[src/hdl/smf_pkg.sv]
// Shared types and constants for the sliding median filter.
// No dependencies; imported by every module in hdl/.
package smf_pkg;

    localparam int MAX_WINDOW  = 7;
    localparam int SAMPLE_BITS = 24;
    localparam int CFG_W       = 3;
    localparam int HALF_MAX    = (MAX_WINDOW - 1) / 2;
    localparam int H_W         = $clog2(HALF_MAX + 1);
    localparam int OFF_W       = $clog2(MAX_WINDOW);
    localparam int CNT_W       = $clog2(MAX_WINDOW + 1);
    localparam int RANK_W      = $clog2(MAX_WINDOW);

    localparam logic [CFG_W-1:0] CFG_RESET = CFG_W'(7);

    typedef logic signed [SAMPLE_BITS-1:0] t_sample;
    typedef logic [MAX_WINDOW-1:0][SAMPLE_BITS-1:0] t_window;

    // Control that travels with one window through the median pipe.
    typedef struct packed {
        logic [MAX_WINDOW-1:0] mask;   // slots taking part in the median
        logic [H_W-1:0]        half;   // rank of the median among valid slots
        logic                  last;   // final result of the sequence
    } t_win_ctl;

    typedef enum logic {
        ST_RUN,
        ST_FLUSH
    } t_state;

endpackage

[src/hdl/sliding_median_filter_unit.sv]
// Sliding median filter, top level: sample cell chain, sequence control,
// window select stage and median pipe. Depends on smf_pkg, smf_cell, smf_median.
// Pipeline: window select, compare and output registers (3 register stages) lie before o_m_tvalid.
// Throughput: one sample per cycle while the output is not stalled; a last sample that
//   flushes n results holds off input until the other n-1 are issued (one window select per cycle).
// Reset: synchronous, active low; clears control and sets window_size to 7.
module sliding_median_filter_unit (
    input  logic                            i_clk,
    input  logic                            i_rst_n,
    // input samples
    input  logic                            i_s_tvalid,
    output logic                            o_s_tready,
    input  logic [smf_pkg::SAMPLE_BITS-1:0] i_s_tdata,  // [23:0] sample_value
    input  logic                            i_s_tlast,  // last_in_sequence
    // filtered results
    output logic                            o_m_tvalid,
    input  logic                            i_m_tready,
    output logic [smf_pkg::SAMPLE_BITS-1:0] o_m_tdata,  // [23:0] filtered_value
    output logic                            o_m_tlast,  // last_of_sequence
    // window_size register
    input  logic                            i_cfg_valid,
    output logic                            o_cfg_ready,
    input  logic [smf_pkg::CFG_W-1:0]       i_cfg_data
);
    import smf_pkg::*;

    // ---------------- configuration ----------------
    logic [CFG_W-1:0] r_cfg;
    logic [CFG_W-1:0] half_full;
    logic [H_W-1:0]   half;

    assign o_cfg_ready = 1'b1;

    always_ff @(posedge i_clk) begin
        if (!i_rst_n) begin
            r_cfg <= CFG_RESET;
        end else if (i_cfg_valid) begin
            r_cfg <= i_cfg_data;
        end
    end

    // half width: even sizes round down, zero acts as one, clamp to the chain
    assign half_full = (r_cfg == '0) ? '0 : ((r_cfg - 1'b1) >> 1);
    assign half = (half_full > CFG_W'(HALF_MAX)) ? H_W'(HALF_MAX) : half_full[H_W-1:0];

    // ---------------- control ----------------
    t_state           r_state;
    t_state           n_state;
    logic             r_open;       // a sequence is in progress
    logic             n_open;
    logic [CNT_W-1:0] r_seen;       // samples taken, saturating
    logic [CNT_W-1:0] n_seen;
    logic [H_W-1:0]   r_d;          // next flush delay
    logic [H_W-1:0]   n_d;

    logic             s1_ready;
    logic             accept;
    logic             first;
    logic [CNT_W-1:0] k;            // index of the incoming sample
    logic [H_W-1:0]   d0;           // delay of the oldest pending position

    logic             issue;
    logic [H_W-1:0]   issue_d;
    logic             issue_last;

    assign o_s_tready = (r_state == ST_RUN) && s1_ready;
    assign accept     = i_s_tvalid && o_s_tready;
    assign first      = !r_open;
    assign k          = first ? '0 : r_seen;
    assign d0         = (k < CNT_W'(half)) ? H_W'(k) : half;

    always_comb begin
        n_state = r_state;
        unique case (r_state)
            ST_RUN: begin
                if (accept && i_s_tlast && d0 != '0) begin
                    n_state = ST_FLUSH;
                end
            end
            ST_FLUSH: begin
                if (s1_ready && r_d == '0) begin
                    n_state = ST_RUN;
                end
            end
            default: begin
                n_state = ST_RUN;
            end
        endcase
    end

    always_comb begin
        issue      = 1'b0;
        issue_d    = half;
        issue_last = 1'b0;
        n_open     = r_open;
        n_seen     = r_seen;
        n_d        = r_d;
        unique case (r_state)
            ST_RUN: begin
                if (accept) begin
                    if (i_s_tlast) begin
                        // emit every pending position, oldest first
                        issue      = 1'b1;
                        issue_d    = d0;
                        issue_last = (d0 == '0);
                        n_open     = 1'b0;
                        n_seen     = '0;
                        if (d0 != '0) begin
                            n_d = d0 - 1'b1;
                        end
                    end else begin
                        issue  = (k >= CNT_W'(half));
                        n_open = 1'b1;
                        n_seen = (k < CNT_W'(MAX_WINDOW)) ? k + 1'b1 : k;
                    end
                end
            end
            ST_FLUSH: begin
                if (s1_ready) begin
                    issue      = 1'b1;
                    issue_d    = r_d;
                    issue_last = (r_d == '0);
                    if (r_d != '0) begin
                        n_d = r_d - 1'b1;
                    end
                end
            end
            default: begin
                issue = 1'b0;
            end
        endcase
    end

    always_ff @(posedge i_clk) begin
        if (!i_rst_n) begin
            r_state <= ST_RUN;
            r_open  <= 1'b0;
            r_seen  <= '0;
            r_d     <= '0;
        end else begin
            r_state <= n_state;
            r_open  <= n_open;
            r_seen  <= n_seen;
            r_d     <= n_d;
        end
    end

    // ---------------- sample cell chain, newest at cell 0 ----------------
    t_window hist;
    t_window n_hist;

    for (genvar c = 0; c < MAX_WINDOW; c++) begin : g_cell
        t_sample prev;
        if (c == 0) begin : g_head
            assign prev = t_sample'(i_s_tdata);
        end else begin : g_body
            assign prev = t_sample'(hist[c-1]);
        end
        smf_cell u_cell (
            .i_clk    (i_clk),
            .i_load   (accept && first),
            .i_shift  (accept && !first),
            .i_sample (t_sample'(i_s_tdata)),
            .i_prev   (prev),
            .o_val    (hist[c]),
            .o_next   (n_hist[c])
        );
    end

    // ---------------- window select (stage 1) ----------------
    // Slot t reads the cell d+h-t back; positions newer than the newest
    // sample read the newest sample.
    t_window  n_win;
    t_win_ctl n_ctl;
    logic [OFF_W-1:0] span;
    logic [OFF_W-1:0] off;

    always_comb begin
        span = OFF_W'(issue_d) + OFF_W'(half);
        for (int t = 0; t < MAX_WINDOW; t++) begin
            off          = (OFF_W'(t) > span) ? '0 : span - OFF_W'(t);
            n_win[t]     = n_hist[off];
            n_ctl.mask[t] = (OFF_W'(t) <= OFF_W'({half, 1'b0}));
        end
        n_ctl.half = half;
        n_ctl.last = issue_last;
    end

    logic     r_s1_valid;
    t_window  r_s1_win;
    t_win_ctl r_s1_ctl;
    logic     med_ready;

    assign s1_ready = !r_s1_valid || med_ready;

    always_ff @(posedge i_clk) begin
        if (!i_rst_n) begin
            r_s1_valid <= 1'b0;
        end else if (s1_ready) begin
            r_s1_valid <= issue;
        end
    end

    always_ff @(posedge i_clk) begin
        if (s1_ready && issue) begin
            r_s1_win <= n_win;
            r_s1_ctl <= n_ctl;
        end
    end

    // ---------------- median pipe and output register ----------------
    t_sample med_data;

    smf_median u_median (
        .i_clk   (i_clk),
        .i_rst_n (i_rst_n),
        .i_valid (r_s1_valid),
        .o_ready (med_ready),
        .i_win   (r_s1_win),
        .i_ctl   (r_s1_ctl),
        .o_valid (o_m_tvalid),
        .i_ready (i_m_tready),
        .o_data  (med_data),
        .o_last  (o_m_tlast)
    );

    assign o_m_tdata = med_data;

endmodule

[src/hdl/smf_cell.sv]
// One history cell of the sample shift chain.
// Depends on smf_pkg.
module smf_cell (
    input  logic             i_clk,
    input  logic             i_load,     // first sample: every cell takes it
    input  logic             i_shift,    // later samples: take neighbor
    input  smf_pkg::t_sample i_sample,
    input  smf_pkg::t_sample i_prev,
    output smf_pkg::t_sample o_val,
    output smf_pkg::t_sample o_next
);
    import smf_pkg::*;

    t_sample r_val;
    t_sample n_val;

    always_comb begin
        n_val = r_val;
        if (i_load) begin
            n_val = i_sample;
        end else if (i_shift) begin
            n_val = i_prev;
        end
    end

    always_ff @(posedge i_clk) begin
        r_val <= n_val;
    end

    assign o_val  = r_val;
    assign o_next = n_val;

endmodule

[src/hdl/smf_median.sv]
// Median pipe: registered pairwise compares, then rank select into the
// output register. Depends on smf_pkg.
module smf_median (
    input  logic              i_clk,
    input  logic              i_rst_n,
    input  logic              i_valid,
    output logic              o_ready,
    input  smf_pkg::t_window  i_win,
    input  smf_pkg::t_win_ctl i_ctl,
    output logic              o_valid,
    input  logic              i_ready,
    output smf_pkg::t_sample  o_data,
    output logic              o_last
);
    import smf_pkg::*;

    logic                                  r_s2_valid;
    t_window                               r_s2_win;
    t_win_ctl                              r_s2_ctl;
    logic [MAX_WINDOW-1:0][MAX_WINDOW-1:0] r_s2_less;
    logic [MAX_WINDOW-1:0][MAX_WINDOW-1:0] n_less;

    logic    r_o_valid;
    t_sample r_o_data;
    logic    r_o_last;
    t_sample n_med;

    logic out_ready;
    logic s2_ready;

    assign out_ready = !r_o_valid || i_ready;
    assign s2_ready  = !r_s2_valid || out_ready;
    assign o_ready   = s2_ready;

    // less[i][j]: slot i strictly below slot j
    always_comb begin
        for (int i = 0; i < MAX_WINDOW; i++) begin
            for (int j = 0; j < MAX_WINDOW; j++) begin
                n_less[i][j] = (i != j) && ($signed(i_win[i]) < $signed(i_win[j]));
            end
        end
    end

    always_ff @(posedge i_clk) begin
        if (!i_rst_n) begin
            r_s2_valid <= 1'b0;
        end else if (s2_ready) begin
            r_s2_valid <= i_valid;
        end
    end

    always_ff @(posedge i_clk) begin
        if (s2_ready && i_valid) begin
            r_s2_win  <= i_win;
            r_s2_ctl  <= i_ctl;
            r_s2_less <= n_less;
        end
    end

    // Stable rank: ties broken by slot order, so exactly one slot has rank h.
    always_comb begin
        logic [RANK_W-1:0] rank;
        n_med = '0;
        for (int i = 0; i < MAX_WINDOW; i++) begin
            rank = '0;
            for (int j = 0; j < MAX_WINDOW; j++) begin
                if (r_s2_ctl.mask[j]) begin
                    if (j < i && !r_s2_less[i][j]) begin
                        rank = rank + 1'b1;
                    end else if (j > i && r_s2_less[j][i]) begin
                        rank = rank + 1'b1;
                    end
                end
            end
            if (r_s2_ctl.mask[i] && rank == RANK_W'(r_s2_ctl.half)) begin
                n_med = n_med | r_s2_win[i];
            end
        end
    end

    always_ff @(posedge i_clk) begin
        if (!i_rst_n) begin
            r_o_valid <= 1'b0;
        end else if (out_ready) begin
            r_o_valid <= r_s2_valid;
        end
    end

    always_ff @(posedge i_clk) begin
        if (out_ready && r_s2_valid) begin
            r_o_data <= n_med;
            r_o_last <= r_s2_ctl.last;
        end
    end

    assign o_valid = r_o_valid;
    assign o_data  = r_o_data;
    assign o_last  = r_o_last;

endmodule

[config.mk]
export PLATFORM = sky130hd
export DESIGN_NAME = sliding_median_filter_unit
export DESIGN_NICKNAME = d
export VERILOG_FILES = /design/src/hdl/smf_pkg.sv /design/src/hdl/sliding_median_filter_unit.sv /design/src/hdl/smf_cell.sv /design/src/hdl/smf_median.sv
export SDC_FILE = /design/constraint.sdc
export NUM_CORES = 2
export LEC_CHECK = 0
export ABC_AREA = 1
export BUFFER_PORTS_ARGS = -buffer_cell sky130_fd_sc_hd__buf_2
export CORE_MARGIN = 2
export CORE_UTILIZATION = 45
export DETAILED_ROUTE_END_ITERATION = 8
export REMOVE_ABC_BUFFERS = 1
export SYNTH_ARGS = -nofsm -noshare
export SYNTH_HDL_FRONTEND = slang
export SYNTH_SLANG_ARGS = --single-unit
[constraint.sdc]
create_clock -name i_clk -period 8.53 [get_ports i_clk]
set_clock_uncertainty 0.2 [all_clocks]
set_input_delay 0.4265 -clock i_clk [delete_from_list [all_inputs] [get_ports i_clk]]
set_output_delay 0.4265 -clock i_clk [all_outputs]
set_load 0.01 [all_outputs]
==> results.py <==
metrics = {
    "placed_design": {
        "dp_hpwl_um": 118000,
        "pre_cts_ws_ps": 2100,
        "gp_congestion": 0.970,
        "port-buffer-count": 59,
        "dp_cells": 7152,
        "place_area_um2": 45800,
    },
    "floorplanning": {
        "die_w_um": 318,
        "start_util_pct": 45.2,
        "dieArea_um2": 101000,
        "core_area_um2": 98100,
        "fp.dieH_um": 318,
        "rows": 115,
        "ios": 61,
    },
    "route": {
        "first_pass_iters": 8,
        "drt_wl_total_um": 172000,
        "drc": 0,
        "drt_iter0_drc": 5366,
        "postRouteAntennaNets": 0,
        "vias_per_cell": 5.99,
        "wl_per_cell_um": 23.6,
        "vias": 43800,
    },
    "worst_setup_path": {
        "cp_max_fo": 61,
        "worstSetupPathType": "flip-flop to flip-flop",
        "r2r_slack_ps": 2040,
        "critPathLaunch": "r_open$_SDFFE_PN0P_",
        "r2r-end": "r_s1_win[134]$_DFFE_PP_",
        "reg2reg_from": "r_open$_SDFFE_PN0P_",
        "cp-end-kind": "flip-flop",
        "required_ps": 8730,
        "worstRegToRegCells": 23,
        "cp.arrival_ps": 6680,
        "start_kind": "flip-flop",
        "cp-endpoint": "r_s1_win[134]$_DFFE_PP_",
    },
    "logic_synthesis": {
        "synth_area_um2": 44400,
        "ys.warnings.count": 0,
        "synth-main-ff-cell": "edfxtp_1",
        "synth_top_area_cell": "edfxtp_1",
        "synth_edf_count": 394,
        "synthArstFlopShare_pct": 0,
        "synth.most_common_cell": "nand2_1",
        "yosys-top-cells-count": "nand2_1, nand3_1, inv_1",
        "synth_seq_cells": 575,
        "synth_cells": 5997,
        "synth_cell_types": 47,
        "ys_seq_area_share_pct": 34.8,
        "synthTopCellsByArea": "edfxtp_1, ha_1, nand2_1",
        "avgSynthCellArea_um2": 7.40,
        "yosysTopAreaCellShare_pct": 26.7,
    },
    "layout": {
        "area_delta_synth_final_pct": 9.50,
        "instances_no_fill": 7313,
        "finalNetCount": 6531,
        "num_antenna_cells": 0,
        "design_area_um2": 48600,
        "drive_gt1_share_pct": 5.91,
    },
    "sta": {
        "slew_headroom_pct": 17.7,
        "rsz0062_at_grt": "no",
        "min_period_ps": 6490,
        "drv_slew": 0,
        "tightest_slew_ps": 1230,
        "fmax_mhz": 154,
        "setup_violations": 0,
        "fin_ws_ps": 2040,
        "fin_setup_tns_ps": 0,
        "hold_viol_final": 0,
        "fin_crit_sh_pct": 76.1,
    },
    "power": {
        "irDropWorstVdd_v": 0.000259,
        "p_per_area_nw_per_um2": 351,
        "p_leak_nw": 23.2,
    },
    "cts": {
        "post_cts_resized": 0,
        "cts_root_buffer": "clkbuf_16",
        "path_clk_slew_ps": 60,
        "ctsHtreeMaxLevel": 3,
        "tritoncts": "built",
        "clk_latency_ps": 660,
        "clkSinkCount": 575,
        "cts_buffer_depth": 3,
        "cts_buffers": 71,
    },
    "global_route": {
        "grt_pass1_vias": 40500,
        "grt_pass1_wl_um": 256000,
        "grt_max_degree": 145,
        "grt_overflow": 0,
        "antenna_found_initial": 2,
        "grt_usage_pct": 33.2,
    },
    "status": {
        "run_status": "finished, final reports clean",
    },
    "job": {
        "maxCapViolations": 0,
    },
    "hold_path": {
        "hold_class": "input pin to flip-flop",
    },
}
[power breakdown]
group / switching, W / leakage [nW] / internal (W)
sequential: 0.000944 / 5.24 / 0.00387
clock: 0.00128 / 1.20 / 0.00193
combinational: 0.00619 / 16.8 / 0.00283
total: 0.00842 / 23.2 / 0.00863
[routing by layer]
layer	global-route usage [%]	part of all wire, %	up-vias	wire (um)
met5	0	0.0075	-	13
li1	-	-	20600	-
met3	6.13	10	526	17900
met4	17.2	5.6	2	9720
met2	50.3	42	2417	73100
met1	45.3	41	20200	71500
[stage by stage]
stage	hold WS (ps)	utilization, %	power, W
floorplan	200	-	0.0100
global placement	208	46.7	0.0133
detailed placement	217	46.7	0.0135
CTS	1.72	49.5	0.0168
global route	53.6	49.5	0.0182
finish	24.9	49.5	0.0170
[registers in the layout (all words and copies together), names as in the netlist, 2 cells and up]
register,cells
u_median.r_s2_less,21
r_s1_win,168
r_s1_ctl,6
r_d,2
r_cfg,3
u_median.r_s2_ctl,6
g_cell.u_cell.o_val,168
u_median.o_data,24
r_seen,3
u_median.r_s2_win,168
[kinds of logic (layout without fill, tap and decap cells)]
logic type,count (synthesis),in the layout,synth area share (%)
other,1,1,0.00845
buffers and inverters,800,829,7.22
adder cells (fa/ha/maj),531,531,15.0
XOR/XNOR,18,18,0.355
AND/OR/NAND/NOR,3130,3130,30.2
AO/OA/AOI/OAI,942,942,12.4
flip-flops,575,575,34.8
[layout by cell type (no fill, tap or decap), drive strengths merged, types with 3 or more instances in the layout]
cell and count:
clkbuf 101, bufinv 6, nand3 1026, o22ai 24
buf 126, a22o 3, clkinv 19, and2 3
o21bai 12, inv 543, ha 530, nor3b 3
nand2 1703, a21boi 4, nor3 40, clkinvlp 5
o211ai 25, dfxtp 181, nand4 61, xor2 16
o21ai 256, o221ai 39, edfxtp 394, dlygate4sd3 29
nor2 279, or2 10, a21oi 473, nand3b 3
o21a 42, a22oi 59
[worst min path at each step]
stage,to,slack [ps],cells after the start,startpoint
final,g_cell[4].u_cell.o_val[9]$_DFF_P_,20,3,i_s_tdata[9]
after global routing,g_cell[4].u_cell.o_val[4]$_DFF_P_,50,3,i_s_tdata[4]
after CTS,g_cell[4].u_cell.o_val[22]$_DFF_P_,2,3,i_s_tdata[22]
after detailed placement,u_median.r_s2_ctl[0]$_DFFE_PP_,220,0,r_s1_ctl[0]$_DFFE_PP_
after global placement,u_median.r_s2_ctl[0]$_DFFE_PP_,210,0,r_s1_ctl[0]$_DFFE_PP_
after floorplan,u_median.o_last$_DFFE_PP_,200,0,u_median.r_s2_ctl[0]$_DFFE_PP_
[final cells by class]
type	count	area [um^2]
fill	9615	49500
multi-input combinational	4622	25900
sequential	575	15500
clock buffer	101	2140
inverter	542	2040
tap	1287	1610
timing repair buffer	155	1140
clock inverter	31	334
[what timing repair did]
item | in CTS | in global routing
setup buffers | 0 | 0
hold buffers | 29 | 0
hold endpoints to repair | 39 | 0
[worst max-delay path, cell delays in order (launching register included)]
cell and delay, ps:
dfxtp_1 650, nand2_1 140, inv_1 130, ha_1 260, a21oi_1 180, nand2_1 110
nand2_1 70, o21ai_0 140, nand2_1 100, o21ai_0 80, a31oi_1 270, ha_4 170
inv_1 40, fa_1 910, inv_1 180, ha_1 250, inv_2 80, buf_4 620
nand2_1 220, nand2_2 520, buf_4 500, nand3_1 150, a21oi_1 150, nor2_1 70
Power figures use the tool's default switching activity.
